`src/hdl/ppsf_pkg.sv`:
```
// Shared types and constants of the pixel pulse symbol framer.
`default_nettype none

package ppsf_pkg;

    localparam int SLOTS_DEFAULT      = 1024;
    localparam int DATA_WIDTH_DEFAULT = 8;
    localparam int MAX_DATA_WIDTH     = 8;
    localparam int SYMBOL_WIDTH       = 32;
    localparam int OVR_WIDTH          = 16;
    localparam int GAP_WIDTH          = 6;
    localparam int START_WIDTH        = 5;
    localparam int GAP_LIMIT          = 32;
    localparam int QUEUE_DEPTH        = 4;
    localparam int CFG_INDEX_WIDTH    = 3;
    localparam int OUT_DATA_WIDTH     = SYMBOL_WIDTH + OVR_WIDTH;

    typedef enum logic [CFG_INDEX_WIDTH-1:0] {
        REG_ONE_SYMBOL   = 3'd0,
        REG_ZERO_SYMBOL  = 3'd1,
        REG_GAP_SYMBOL   = 3'd2,
        REG_START_SYMBOL = 3'd3,
        REG_IDLE_BITS    = 3'd4,
        REG_START_BITS   = 3'd5,
        REG_STOP_BITS    = 3'd6,
        REG_MSB_FIRST    = 3'd7
    } cfg_reg_t;

    // Settings seen by the back end; gap counts already clamped.
    typedef struct packed {
        logic [SYMBOL_WIDTH-1:0] one_symbol;
        logic [SYMBOL_WIDTH-1:0] zero_symbol;
        logic [SYMBOL_WIDTH-1:0] gap_symbol;
        logic [SYMBOL_WIDTH-1:0] start_symbol;
        logic [GAP_WIDTH-1:0]    idle_cnt;
        logic [START_WIDTH-1:0]  start_cnt;
        logic [GAP_WIDTH-1:0]    stop_cnt;
    } cfg_t;

    // One classified request; bits[0] goes out first.
    typedef struct packed {
        logic                      is_start;
        logic                      final_value;
        logic [MAX_DATA_WIDTH-1:0] bits;
    } cmd_t;

endpackage

`default_nettype wire

```
`src/hdl/ppsf_front.sv`:
```
// Front end: configuration registers and request classification.
`default_nettype none

module ppsf_front #(
    parameter int DATA_WIDTH = ppsf_pkg::DATA_WIDTH_DEFAULT
) (
    input  wire logic                                 clk,
    input  wire logic                                 rst_n,
    input  wire logic                                 cfg_valid,
    output logic                                      cfg_ready,
    input  wire logic [ppsf_pkg::CFG_INDEX_WIDTH-1:0] cfg_index,
    input  wire logic [ppsf_pkg::SYMBOL_WIDTH-1:0]    cfg_data,
    input  wire logic                                 in_valid,
    input  wire logic                                 in_func,
    input  wire logic [ppsf_pkg::MAX_DATA_WIDTH-1:0]  in_intensity,
    input  wire logic                                 in_final,
    output logic                                      cmd_valid,
    output ppsf_pkg::cmd_t                            cmd,
    output ppsf_pkg::cfg_t                            cfg
);

    logic [ppsf_pkg::SYMBOL_WIDTH-1:0] one_reg;
    logic [ppsf_pkg::SYMBOL_WIDTH-1:0] zero_reg;
    logic [ppsf_pkg::SYMBOL_WIDTH-1:0] gap_reg;
    logic [ppsf_pkg::SYMBOL_WIDTH-1:0] start_reg;
    logic [ppsf_pkg::GAP_WIDTH-1:0]    idle_reg;
    logic [ppsf_pkg::START_WIDTH-1:0]  start_bits_reg;
    logic [ppsf_pkg::GAP_WIDTH-1:0]    stop_reg;
    logic                              msb_first_reg;
    logic [ppsf_pkg::MAX_DATA_WIDTH-1:0] ordered;

    localparam logic [ppsf_pkg::GAP_WIDTH-1:0] GapMax =
        ppsf_pkg::GAP_WIDTH'(ppsf_pkg::GAP_LIMIT);

    assign cfg_ready = 1'b1;

    always_ff @(posedge clk or negedge rst_n)
    begin
        if (!rst_n)
        begin
            one_reg        <= '0;
            zero_reg       <= '0;
            gap_reg        <= '0;
            start_reg      <= '0;
            idle_reg       <= '0;
            start_bits_reg <= '0;
            stop_reg       <= '0;
            msb_first_reg  <= 1'b1;
        end
        else if (cfg_valid)
        begin
            case (ppsf_pkg::cfg_reg_t'(cfg_index))
                ppsf_pkg::REG_ONE_SYMBOL:   one_reg        <= cfg_data;
                ppsf_pkg::REG_ZERO_SYMBOL:  zero_reg       <= cfg_data;
                ppsf_pkg::REG_GAP_SYMBOL:   gap_reg        <= cfg_data;
                ppsf_pkg::REG_START_SYMBOL: start_reg      <= cfg_data;
                ppsf_pkg::REG_IDLE_BITS:    idle_reg       <= cfg_data[ppsf_pkg::GAP_WIDTH-1:0];
                ppsf_pkg::REG_START_BITS:   start_bits_reg <= cfg_data[ppsf_pkg::START_WIDTH-1:0];
                ppsf_pkg::REG_STOP_BITS:    stop_reg       <= cfg_data[ppsf_pkg::GAP_WIDTH-1:0];
                ppsf_pkg::REG_MSB_FIRST:    msb_first_reg  <= cfg_data[0];
                default:                    ;
            endcase
        end
    end

    // Put the data bits in send order so the back end only shifts right.
    always_comb
    begin
        ordered = '0;
        for (int i = 0; i < DATA_WIDTH; i++)
        begin
            ordered[i] = msb_first_reg ? in_intensity[DATA_WIDTH-1-i] : in_intensity[i];
        end
    end

    assign cmd_valid       = in_valid;
    assign cmd.is_start    = !in_func;
    assign cmd.final_value = in_final;
    assign cmd.bits        = ordered;

    assign cfg.one_symbol   = one_reg;
    assign cfg.zero_symbol  = zero_reg;
    assign cfg.gap_symbol   = gap_reg;
    assign cfg.start_symbol = start_reg;
    assign cfg.idle_cnt     = (idle_reg > GapMax) ? GapMax : idle_reg;
    assign cfg.start_cnt    = start_bits_reg;
    assign cfg.stop_cnt     = (stop_reg > GapMax) ? GapMax : stop_reg;

endmodule

`default_nettype wire

```
`src/hdl/ppsf_queue.sv`:
```
// Short request queue between the front end and the back end.
`default_nettype none

module ppsf_queue (
    input  wire logic           clk,
    input  wire logic           rst_n,
    input  wire logic           in_valid,
    output logic                in_ready,
    input  wire ppsf_pkg::cmd_t in_cmd,
    output logic                out_valid,
    input  wire logic           out_ready,
    output ppsf_pkg::cmd_t      out_cmd
);

    localparam int Depth = ppsf_pkg::QUEUE_DEPTH;
    localparam int PtrW  = $clog2(Depth);
    localparam int CntW  = $clog2(Depth + 1);

    ppsf_pkg::cmd_t  entry_reg [Depth];
    logic [PtrW-1:0] wr_ptr_reg, wr_ptr_next;
    logic [PtrW-1:0] rd_ptr_reg, rd_ptr_next;
    logic [CntW-1:0] fill_reg, fill_next;
    logic            push, pop;

    assign in_ready  = (fill_reg != CntW'(Depth));
    assign out_valid = (fill_reg != '0);
    assign out_cmd   = entry_reg[rd_ptr_reg];
    assign push      = in_valid && in_ready;
    assign pop       = out_valid && out_ready;

    always_comb
    begin
        wr_ptr_next = wr_ptr_reg;
        rd_ptr_next = rd_ptr_reg;
        fill_next   = fill_reg;
        if (push)
        begin
            wr_ptr_next = (wr_ptr_reg == PtrW'(Depth - 1)) ? '0 : wr_ptr_reg + 1'b1;
        end
        if (pop)
        begin
            rd_ptr_next = (rd_ptr_reg == PtrW'(Depth - 1)) ? '0 : rd_ptr_reg + 1'b1;
        end
        if (push && !pop)
        begin
            fill_next = fill_reg + 1'b1;
        end
        else if (pop && !push)
        begin
            fill_next = fill_reg - 1'b1;
        end
    end

    always_ff @(posedge clk or negedge rst_n)
    begin
        if (!rst_n)
        begin
            wr_ptr_reg <= '0;
            rd_ptr_reg <= '0;
            fill_reg   <= '0;
        end
        else
        begin
            wr_ptr_reg <= wr_ptr_next;
            rd_ptr_reg <= rd_ptr_next;
            fill_reg   <= fill_next;
        end
    end

    always_ff @(posedge clk)
    begin
        if (push)
        begin
            entry_reg[wr_ptr_reg] <= in_cmd;
        end
    end

endmodule

`default_nettype wire

```
`src/hdl/ppsf_back.sv`:
```
// Back end: symbol sequencer, frame accounting and output register.
`default_nettype none

module ppsf_back #(
    parameter int SLOTS      = ppsf_pkg::SLOTS_DEFAULT,
    parameter int DATA_WIDTH = ppsf_pkg::DATA_WIDTH_DEFAULT
) (
    input  wire logic                                clk,
    input  wire logic                                rst_n,
    input  wire ppsf_pkg::cfg_t                      cfg,
    input  wire logic                                q_valid,
    input  wire ppsf_pkg::cmd_t                      q_cmd,
    output logic                                     q_ready,
    output logic                                     m_axis_tvalid,
    input  wire logic                                m_axis_tready,
    output logic [ppsf_pkg::OUT_DATA_WIDTH-1:0]      m_axis_tdata,
    output logic                                     m_axis_tlast
);

    localparam int CntW = $clog2(SLOTS);
    localparam logic [CntW-1:0] DataLimit = CntW'(SLOTS - 4);
    localparam logic [CntW-1:0] SymLimit  = CntW'(SLOTS - 2);
    localparam int RemW = ppsf_pkg::GAP_WIDTH;
    localparam logic [RemW-1:0] DataCount = RemW'(DATA_WIDTH);

    typedef enum logic [5:0] {
        PH_IDLE  = 6'b000001,
        PH_GAP   = 6'b000010,
        PH_START = 6'b000100,
        PH_DATA  = 6'b001000,
        PH_STOP  = 6'b010000,
        PH_TERM  = 6'b100000
    } phase_t;

    phase_t                               phase_reg, phase_next, ph0, ph_e;
    logic [RemW-1:0]                      rem_reg, rem_next, rem0, rem_e;
    logic [ppsf_pkg::MAX_DATA_WIDTH-1:0]  bits_reg, bits_next, bits_e;
    logic                                 final_reg, final_next, final_e;
    logic [CntW-1:0]                      count_reg, count_next, cnt_e;
    logic                                 stopped_reg, stopped_next;
    logic [ppsf_pkg::OVR_WIDTH-1:0]       ovr_reg, ovr_next;
    logic                                 out_valid_reg, out_valid_next;
    logic [ppsf_pkg::SYMBOL_WIDTH-1:0]    out_symbol_reg;
    logic [ppsf_pkg::OVR_WIDTH-1:0]       out_ovr_reg;
    logic                                 out_last_reg;
    logic                                 can_step, load, clear, step, drop, emit;
    logic [ppsf_pkg::SYMBOL_WIDTH-1:0]    sym;

    assign can_step = !out_valid_reg || m_axis_tready;
    assign load     = (phase_reg == PH_IDLE) && q_valid && can_step;
    assign q_ready  = load;
    assign clear    = load && q_cmd.is_start;

    // First phase of the request at the head of the queue.
    always_comb
    begin
        ph0  = PH_IDLE;
        rem0 = '0;
        if (q_cmd.is_start)
        begin
            if (cfg.idle_cnt != '0)
            begin
                ph0  = PH_GAP;
                rem0 = cfg.idle_cnt;
            end
            else if (cfg.start_cnt != '0)
            begin
                ph0  = PH_START;
                rem0 = RemW'(cfg.start_cnt);
            end
        end
        else if (!stopped_reg)
        begin
            if (count_reg < DataLimit)
            begin
                ph0  = PH_DATA;
                rem0 = DataCount;
            end
            else if (q_cmd.final_value)
            begin
                ph0  = (cfg.stop_cnt != '0) ? PH_STOP : PH_TERM;
                rem0 = cfg.stop_cnt;
            end
        end
    end

    // Load and the first step share a cycle.
    always_comb
    begin
        ph_e    = load ? ph0 : phase_reg;
        rem_e   = load ? rem0 : rem_reg;
        bits_e  = load ? q_cmd.bits : bits_reg;
        final_e = load ? q_cmd.final_value : final_reg;
        cnt_e   = clear ? '0 : count_reg;
        step    = can_step && (ph_e != PH_IDLE);
        drop    = (ph_e != PH_TERM) && (cnt_e >= SymLimit);
        emit    = step && !drop;

        case (ph_e)
            PH_GAP, PH_STOP: sym = cfg.gap_symbol;
            PH_START:        sym = cfg.start_symbol;
            PH_DATA:         sym = bits_e[0] ? cfg.one_symbol : cfg.zero_symbol;
            default:         sym = '0;
        endcase

        phase_next   = ph_e;
        rem_next     = rem_e;
        bits_next    = bits_e;
        final_next   = final_e;
        count_next   = cnt_e;
        stopped_next = clear ? 1'b0 : stopped_reg;
        ovr_next     = ovr_reg;

        if (step)
        begin
            if (ph_e != PH_TERM)
            begin
                if (drop)
                begin
                    if (ovr_reg != '1)
                    begin
                        ovr_next = ovr_reg + 1'b1;
                    end
                end
                else
                begin
                    count_next = cnt_e + 1'b1;
                end
            end
            rem_next = rem_e - 1'b1;
            case (ph_e)
                PH_GAP:
                begin
                    if (rem_e == RemW'(1))
                    begin
                        phase_next = (cfg.start_cnt != '0) ? PH_START : PH_IDLE;
                        rem_next   = RemW'(cfg.start_cnt);
                    end
                end
                PH_START:
                begin
                    if (rem_e == RemW'(1))
                    begin
                        phase_next = PH_IDLE;
                    end
                end
                PH_DATA:
                begin
                    bits_next = bits_e >> 1;
                    if (rem_e == RemW'(1))
                    begin
                        if (final_e)
                        begin
                            phase_next = (cfg.stop_cnt != '0) ? PH_STOP : PH_TERM;
                            rem_next   = cfg.stop_cnt;
                        end
                        else
                        begin
                            phase_next = PH_IDLE;
                        end
                    end
                end
                PH_STOP:
                begin
                    if (rem_e == RemW'(1))
                    begin
                        phase_next = PH_TERM;
                    end
                end
                PH_TERM:
                begin
                    phase_next   = PH_IDLE;
                    stopped_next = 1'b1;
                end
                default:
                begin
                    phase_next = PH_IDLE;
                end
            endcase
        end

        if (emit)
        begin
            out_valid_next = 1'b1;
        end
        else if (m_axis_tready)
        begin
            out_valid_next = 1'b0;
        end
        else
        begin
            out_valid_next = out_valid_reg;
        end
    end

    always_ff @(posedge clk or negedge rst_n)
    begin
        if (!rst_n)
        begin
            phase_reg     <= PH_IDLE;
            rem_reg       <= '0;
            final_reg     <= 1'b0;
            count_reg     <= '0;
            stopped_reg   <= 1'b0;
            ovr_reg       <= '0;
            out_valid_reg <= 1'b0;
        end
        else
        begin
            phase_reg     <= phase_next;
            rem_reg       <= rem_next;
            final_reg     <= final_next;
            count_reg     <= count_next;
            stopped_reg   <= stopped_next;
            ovr_reg       <= ovr_next;
            out_valid_reg <= out_valid_next;
        end
    end

    always_ff @(posedge clk)
    begin
        bits_reg <= bits_next;
        if (emit)
        begin
            out_symbol_reg <= sym;
            out_ovr_reg    <= ovr_reg;
            out_last_reg   <= (ph_e == PH_TERM);
        end
    end

    assign m_axis_tvalid = out_valid_reg;
    assign m_axis_tdata  = {out_ovr_reg, out_symbol_reg};
    assign m_axis_tlast  = out_last_reg;

endmodule

`default_nettype wire

```
`src/hdl/pixel_pulse_symbol_framer_core.sv`:
```
// Top level of the pixel pulse symbol framer.
// A request with tuser 0 opens a frame: it emits the idle gap symbols and then the
// start symbols, one per cycle unless the output stalls. A request with tuser 1
// carries an intensity in tdata[7:0] and emits DATA_WIDTH one/zero symbols, the
// first one in the cycle the sequencer picks it up; with tlast set it also emits
// the stop gap symbols and a zero terminator word marked with tlast. A data request
// emits nothing once its frame is closed, and no data symbols once it has no data room.
// Each symbol slot, emitted or dropped for lack of frame room, is a sequencer step.
// Requests wait in a four-entry queue, so input keeps flowing until the queue fills,
// also while the output register waits to be taken. Configuration writes are taken every cycle.
`default_nettype none

module pixel_pulse_symbol_framer_core #(
    parameter int SLOTS      = ppsf_pkg::SLOTS_DEFAULT,
    parameter int DATA_WIDTH = ppsf_pkg::DATA_WIDTH_DEFAULT
) (
    input  wire logic                                 clk,
    input  wire logic                                 rst_n,
    input  wire logic                                 cfg_valid,
    output logic                                      cfg_ready,
    input  wire logic [ppsf_pkg::CFG_INDEX_WIDTH-1:0] cfg_index,
    input  wire logic [ppsf_pkg::SYMBOL_WIDTH-1:0]    cfg_data,
    input  wire logic                                 s_axis_tvalid,
    output logic                                      s_axis_tready,
    input  wire logic [ppsf_pkg::MAX_DATA_WIDTH-1:0]  s_axis_tdata,   // [7:0] intensity
    input  wire logic                                 s_axis_tuser,   // [0] func
    input  wire logic                                 s_axis_tlast,
    output logic                                      m_axis_tvalid,
    input  wire logic                                 m_axis_tready,
    output logic [ppsf_pkg::OUT_DATA_WIDTH-1:0]       m_axis_tdata,   // [31:0] symbol, [47:32] overrun_total
    output logic                                      m_axis_tlast
);

    ppsf_pkg::cfg_t cfg;
    ppsf_pkg::cmd_t front_cmd;
    ppsf_pkg::cmd_t queue_cmd;
    logic           front_valid;
    logic           queue_valid;
    logic           queue_ready;

    ppsf_front #(
        .DATA_WIDTH (DATA_WIDTH)
    ) u_front (
        .clk          (clk),
        .rst_n        (rst_n),
        .cfg_valid    (cfg_valid),
        .cfg_ready    (cfg_ready),
        .cfg_index    (cfg_index),
        .cfg_data     (cfg_data),
        .in_valid     (s_axis_tvalid),
        .in_func      (s_axis_tuser),
        .in_intensity (s_axis_tdata),
        .in_final     (s_axis_tlast),
        .cmd_valid    (front_valid),
        .cmd          (front_cmd),
        .cfg          (cfg)
    );

    ppsf_queue u_queue (
        .clk       (clk),
        .rst_n     (rst_n),
        .in_valid  (front_valid),
        .in_ready  (s_axis_tready),
        .in_cmd    (front_cmd),
        .out_valid (queue_valid),
        .out_ready (queue_ready),
        .out_cmd   (queue_cmd)
    );

    ppsf_back #(
        .SLOTS      (SLOTS),
        .DATA_WIDTH (DATA_WIDTH)
    ) u_back (
        .clk           (clk),
        .rst_n         (rst_n),
        .cfg           (cfg),
        .q_valid       (queue_valid),
        .q_cmd         (queue_cmd),
        .q_ready       (queue_ready),
        .m_axis_tvalid (m_axis_tvalid),
        .m_axis_tready (m_axis_tready),
        .m_axis_tdata  (m_axis_tdata),
        .m_axis_tlast  (m_axis_tlast)
    );

endmodule

`default_nettype wire

```
`config.mk`:
```
export PLATFORM = sky130hd
export DESIGN_NAME = pixel_pulse_symbol_framer_core
export DESIGN_NICKNAME = d
export VERILOG_FILES = /design/src/hdl/ppsf_pkg.sv /design/src/hdl/ppsf_front.sv /design/src/hdl/ppsf_queue.sv /design/src/hdl/ppsf_back.sv /design/src/hdl/pixel_pulse_symbol_framer_core.sv
export SDC_FILE = /design/constraint.sdc
export NUM_CORES = 1
export LEC_CHECK = 0
export BUFFER_PORTS_ARGS = -buffer_cell sky130_fd_sc_hd__buf_2
export CAP_MARGIN = 15
export CORE_ASPECT_RATIO = 0.5
export CORE_MARGIN = 1.5
export CORE_UTILIZATION = 55
export CTS_BUF_LIST = sky130_fd_sc_hd__clkbuf_8 sky130_fd_sc_hd__clkbuf_16
export DETAILED_ROUTE_END_ITERATION = 10
export PLACE_DENSITY_LB_ADDON = 0.3
export RECOVER_POWER = 25
export SYNTH_ARGS = -nofsm -noshare
export SYNTH_HDL_FRONTEND = slang
export SYNTH_SLANG_ARGS = --single-unit
```
`constraint.sdc`:
```
create_clock -name clk -period 6.46 [get_ports clk]
set_clock_uncertainty 0.05 [all_clocks]
set_input_delay 0 -clock clk [delete_from_list [all_inputs] [get_ports clk]]
set_output_delay 0 -clock clk [all_outputs]
set_load 0.02 [all_outputs]
```
# Word level (Yosys, flattened, before mapping)
# Memory sizes are Yosys's and may differ from the RTL's.
# Index checks and enable logic that the tools add are counted.
dict set report classes {
  add_sub_neg 7
  order_cmp 4
  eq_ne 20
  muxes 58
  n_reduce_logical 33
}
# op n
set ops {}
lappend ops {{$mux 6} 24}
lappend ops {{$pmux 32 s3} 1}
lappend ops {{$mux 10} 4}
lappend ops {{$mux 32} 1}
lappend ops {{$mux 8} 3}
lappend ops {{$pmux 6 s4} 1}
lappend ops {{$add 16x1->16 const B} 1}
lappend ops {{$mux 1} 16}
lappend ops {{$ne 16x16->1 const B} 1}
lappend ops {{$reduce_and 2->1} 8}
lappend ops {{$eq 3x3->1 const B} 4}
lappend ops {{$eq 6x1->1 const B} 2}
lappend ops {{$gt 6x6->1 const B} 2}
lappend ops {{$mux 3} 4}
lappend ops {{$pmux 6 s2} 1}
lappend ops {{$reduce_bool 6->1} 2}
lappend ops {{$add 10x1->10 const B} 1}
lappend ops {{$ge 10x10->1 const B} 1}
lappend ops {{$logic_and 1x1->1} 10}
lappend ops {{$lt 10x10->1 const B} 1}
lappend ops {{$eq 3x2->1 const B} 2}
lappend ops {{$eq 6x2->1 const B} 1}
lappend ops {{$eq 6x3->1 const B} 1}
lappend ops {{$eq 6x4->1 const B} 1}
lappend ops {{21 further kinds} 29}
dict set report totals {
  register_bits 251
  ramBits 40
  inputBits 50
  output_inout_bits 52
  elab_cells 145
  mem_count 1
}
# memory words width rd rd_clocked_by_memory_dff wr line
set mem_list {}
lappend mem_list {u_queue.entry_reg 4 10 1 0 1 ppsf_queue.sv:19} ;# ppsf_pkg::cmd_t entry_reg [Depth];

# Longest topological paths before layout
dict set report depth {
  depth_word 14
  depth_mapped 14
  depth_no_buf 12
}

# Modules after synthesis
# Synthesis repeated with hierarchy kept, for this count alone.
dict set report hier_totals {
  cells_unflattened 971
  hier_area_um2 12981.2
}
# mod instances cells_per_inst area_each_um2 seq_area_each_um2
set modules_own_cells {}
lappend modules_own_cells {ppsf_front 1 345 5745.5 3654.8}
lappend modules_own_cells {ppsf_back 1 538 5356.4 2658.8}
lappend modules_own_cells {ppsf_queue 1 88 1879.3 1376.3}

# Least setup slack after synthesis
# OpenSTA, ideal clock, no wires.
dict set report synth_timing {
  path_kind {register to register}
  start {register u_back.phase_reg[3]}
  end {register u_back.out_last_reg (netlist: u_back.m_axis_tlast) (enable)}
  setup_time_ns 0.473
  t_arrival_ns 4.543
  t_required_ns 5.937
  setup_slack_ns 1.395
  stages_incl_launch_ff 10
  path_buffers 1
  synth_period_minus_slack_ns 5.065
  cell_sequence {dfrtp_1 > or3_4 > nor4_4 > buf_2 > nand2_1 > and2_1 > ha_1 > nor2_1 > a211oi_1 > a21oi_1}
}
dict set report synth_via {
  elab_chain_cells 9
  word_cells_on_any_way 13
  classes_between {order compare: 1; eq/ne: 3; mux: 2; reduce/logical: 7}
}
# item line
set synth_rtl {}
lappend synth_rtl {{start, declared} ppsf_back.sv:35} ;# phase_t phase_reg, phase_next, ph0, ph_e;
lappend synth_rtl {{start signal, assigned} ppsf_back.sv:210} ;# phase_reg <= phase_next;
lappend synth_rtl {{$eq 6x1->1} ppsf_back.sv:50} ;# assign load = (phase_reg == PH_IDLE) && q_valid && can_step;
lappend synth_rtl {{$logic_and 1x1->1 (2 in a row)} ppsf_back.sv:50}
lappend synth_rtl {{$logic_and 1x1->1} ppsf_back.sv:52} ;# assign clear = load && q_cmd.is_start;
lappend synth_rtl {{$mux 10} ppsf_back.sv:94} ;# cnt_e = clear ? '0 : count_reg;
lappend synth_rtl {{$ge 10x10->1} ppsf_back.sv:96} ;# drop = (ph_e != PH_TERM) && (cnt_e >= SymLimit);
lappend synth_rtl {{$logic_and 1x1->1} ppsf_back.sv:96}
lappend synth_rtl {{$logic_not 1->1} ppsf_back.sv:97} ;# emit = step && !drop;
lappend synth_rtl {{$logic_and 1x1->1 (*)} ppsf_back.sv:97}
lappend synth_rtl {{via u_back.emit} ppsf_back.sv:46} ;# logic can_step, load, clear, step, drop, emit;
lappend synth_rtl {{end signal, assigned} ppsf_back.sv:227} ;# out_last_reg <= (ph_e == PH_TERM);
lappend synth_rtl {{end, declared} ppsf_back.sv:45} ;# logic out_last_reg;
# The timed path passes the listed nets; every way through them passes the cells marked *.
# A chain may end at the register's enable or synchronous reset.

# Final worst setup path
dict set report layout_timing {
  start {register u_back.phase_reg[5]}
  end {register u_back.out_symbol_reg[19] (netlist name) (enable)}
}
dict set report layout_via {
  elab_chain_cells 9
  word_cells_on_any_way 13
  classes_between {order compare: 1; eq/ne: 3; mux: 2; reduce/logical: 7}
}
# item line
set layout_rtl {}
lappend layout_rtl {{$eq 6x1->1} ppsf_back.sv:50}
lappend layout_rtl {{$logic_and 1x1->1 (2 in a row)} ppsf_back.sv:50}
lappend layout_rtl {{$logic_and 1x1->1} ppsf_back.sv:52}
lappend layout_rtl {{$mux 10} ppsf_back.sv:94}
lappend layout_rtl {{$ge 10x10->1} ppsf_back.sv:96}
lappend layout_rtl {{$logic_and 1x1->1} ppsf_back.sv:96}
lappend layout_rtl {{$logic_not 1->1} ppsf_back.sv:97}
lappend layout_rtl {{$logic_and 1x1->1 (*)} ppsf_back.sv:97}
lappend layout_rtl {{via u_back.emit} ppsf_back.sv:46}
lappend layout_rtl {{end signal, assigned} ppsf_back.sv:225} ;# out_symbol_reg <= sym;
lappend layout_rtl {{end, declared} ppsf_back.sv:43} ;# logic [ppsf_pkg::SYMBOL_WIDTH-1:0] out_symbol_reg;
# Marks and branches as above.

==> metrics.yaml <==
timing:
  fmax_mhz: 209.2
  setup-tns-final_ns: 0
  hold_slack_ns: 0.1955
  setup_ws_ns: 1.680
  rsz0062_at_grt: "no"
  relSlewSlack_pct: -89.60
  layout_worst_path_cycle_share_pct: 74.00
  hold_violations: 0
  worst_pin_slew_ns: 2.844
  finalSetupViolCount: 0
  fin_crit_ns: 4.780
  maxSlewViolCount: 55
power:
  seq_power_share_pct: 41.9
  p_leak_nw: 6.155
  clockPowerShare_pct: 22.9
  finalPower_mw: 6.703
  p_per_area_nw_per_um2: 447.4
  swShare_pct: 36.56
  p_switching_mw: 2.451
  worst_ir_drop_vdd_mv: 0.2384
  comb_power_share_pct: 35.2
  power.internal_mw: 4.253
route:
  remaining_drc_errors: 0
  ant_nets: 0
  dr.pass1.iters: 5
  wl_per_cell_um: 20.00
  drt-initial-drc-count: 633
  totalWireLength_mm: 28.13
  vias: 8308
  viasPerCell: 5.909
yosys:
  synth_area_sq_um: 12810
  ys_seq_area_share_pct: 60.04
  synth_top_area_share_pct: 37.51
  synth_seq_cells: 291
  syn-num-nets: 985
  postSynthAreaPerCell_sq_um: 13.88
  synth_edf_count: 89
  synthTopCellsByArea: "dfrtp_1 38%, edfxtp_1 21%, mux2_2 14%"
  yosysWarnings: 0
  synthArstFlopShare_pct: 66.67
  yosysUniqueCellTypes: 78
  ys.flop_type: "dfrtp_1"
  synth_cells: 923
  yosysTopAreaCell: "dfrtp_1"
placement:
  post-dp-hpwl_mm: 17.65
  pre_cts_slack_ns: 1.793
  gp_congestion: 0.8752
  port_buffers: 100
global_routing:
  gr-usage-all-layers_pct: 23.98
  grt_pass1_vias: 8649
  grt-ovfl-total: 0
  grt_antenna_before_repair: 0
  grt_pass1_wl_mm: 46.09
  grt_max_degree: 72
setup_path:
  worst-endpoint-required_ns: 6.61
  r2r_setup_slack_ns: 1.68
  reg2regPathDepth: 9
  critical_path_arrival_ns: 4.93
  path_max_fanout: 35
  critPathCaptureType: "flop"
  startpoint_type: "flop"
  r2r-start: "u_back.phase_reg[5]"
  criticalPathCategory: "flop to flop"
  r2r-end: "u_back.out_symbol_reg[19]"
clocking:
  cts_resized: 0
  cts_made_buffers: 26
  cts_sinks: 291
  postCtsSetupBuffers: 0
  clk_path_buf_depth: 3
  clk_pin_slew_ns: 0.07
  cts_tree: "yes"
  cts_hold_buffers: 57
  clk-insertion-delay-late_ns: 0.57
  cts_max_level: 1
  ctsRootBufferMaster: "clkbuf_16"
floorplan:
  die_area_sq_um: 24270
  die_h_um: 110.9
  start_util_pct: 56.08
  io_pins: 102
  fp-row-count: 39
  die_width_um: 218.8
  fp.coreArea_sq_um: 22840
cells_and_area:
  area.growth.synth_to_final_pct: 17.00
  fin_nets: 1141
  layout_commonest_cell: "dfrtp_1"
  layout_common_cells: "192 x dfrtp_1, 158 x mux2_2, 89 x edfxtp_1"
  diodes: 0
  fill_cells: 1695
  drive_gt1_share_pct: 26.75
  largest_reg_flops: 40
flow_run:
  drv_cap: 1
run_status:
  violations: "capacitance limit, slew limit"
  status: "complete, but fails checks"
min_path:
  hp-class: "input pin to flop"
  hold_path_depth: 3
  hold_start: "cfg_data[30]"
  hold-path-endpoint: "u_front.gap_reg[30]"
## layer usage
layer  vias to the layer above  wire length, um  global-route usage (%)
met5                         -                0                       0
met2                       191            13610                   39.07
li1                       3794                -                       -
met1                      4283            12760                   34.11
met3                        40             1209                   3.813
met4                         0              547                   5.434
## through the flow
stage | std cells | cell area, sq um | util (%)
finish | 1406 | 14980 | 65.61
global route | 1406 | 14980 | 65.61
CTS | 1406 | 15100 | 66.11
detailed placement | 1301 | 13660 | 59.81
global placement | 1301 | 13660 | 59.81
floorplan | 923 | 12810 | -
## synthesized netlist by cell type (3+ instances only)
master,number
mux2_2,158
nor2_1,62
a21oi_1,19
inv_1,11
xnor2_1,11
nor3_1,9
a31o_2,3
dfrtp_1,192
nor3_2,3
and3_1,9
edfxtp_1,89
o41ai_1,3
and2_1,8
a221o_1,33
o31ai_1,6
xor2_1,12
a31oi_1,12
o21ai_0,12
a21o_1,5
ha_1,11
nand2_2,3
nor2b_1,9
dfxtp_1,8
a32oi_1,4
buf_2,10
nand4_1,14
a211oi_1,9
nand2b_1,3
nand4b_1,4
mux4_2,9
mux2i_1,40
nand2_1,34
nand3_1,18
and4_1,5
clkbuf_1,26
nor4_1,4
## how the worst max path moves through the flow
stage,start,end,slack (ns),cells after the start
6_report,u_back.phase_reg[5],u_back.out_symbol_reg[19],1.68,9
5_1_grt,u_back.phase_reg[5],u_back.out_symbol_reg[10],1.45,9
4_1_cts,u_back.phase_reg[3],u_back.out_symbol_reg[10],1.79,9
3_5_place_dp,u_back.phase_reg[3],u_back.out_symbol_reg[17],1.79,9
3_3_place_gp,u_back.phase_reg[3],u_back.out_symbol_reg[24],1.97,9
2_1_floorplan,u_back.phase_reg[3],u_back.m_axis_tlast,1.39,9
## layout make-up
class | count | area (sq um) | area share [%]
flip-flops and latches | 291 | 7690 | 51.32
multi-input cells | 578 | 4927 | 32.88
repair buffers | 170 | 1086 | 7.248
clock buffers | 30 | 705.7 | 4.709
well taps | 307 | 384.1 | 2.563
clock inverters | 18 | 146.4 | 0.9769
inverters | 12 | 45.04 | 0.3006
## logic make-up (layout without fill, tap and decap cells)
| kind of cell | after synthesis | after routing | synth area share (%) |
|---|---|---|---|
| adders and majority gates | 12 | 12 | 1.231 |
| DFF | 291 | 291 | 60.04 |
| AOI/OAI and AO/OA | 130 | 130 | 7.962 |
| xor gates and xnor gates | 23 | 23 | 1.573 |
| buffers and inverters | 54 | 230 | 1.856 |
| and+or+nand+nor | 204 | 204 | 8.616 |
| other | 1 | 1 | 0.02928 |
| muxes | 208 | 208 | 18.69 |
## power groups by stage
stage          combinational (mW)  clock, mW  sequential, mW
2_1_floorplan                1.57          0            2.93
3_3_place_gp                 2.31          0            2.81
3_5_place_dp                 2.35          0            2.83
4_1_cts                      2.40       1.56            2.80
5_1_grt                      2.57       1.64            2.87
6_report                     2.36       1.54            2.81
## critical path: stages, from the launching register on
cell	delay, ns
dfrtp_1	0.45
or3_4	0.39
nor4_4	0.81
inv_2	0.51
nor4_1	0.54
o21a_1	0.26
and3_1	0.21
inv_1	0.08
a21oi_4	0.51
buf_4	0.58
Power figures use the tool's default switching activity.
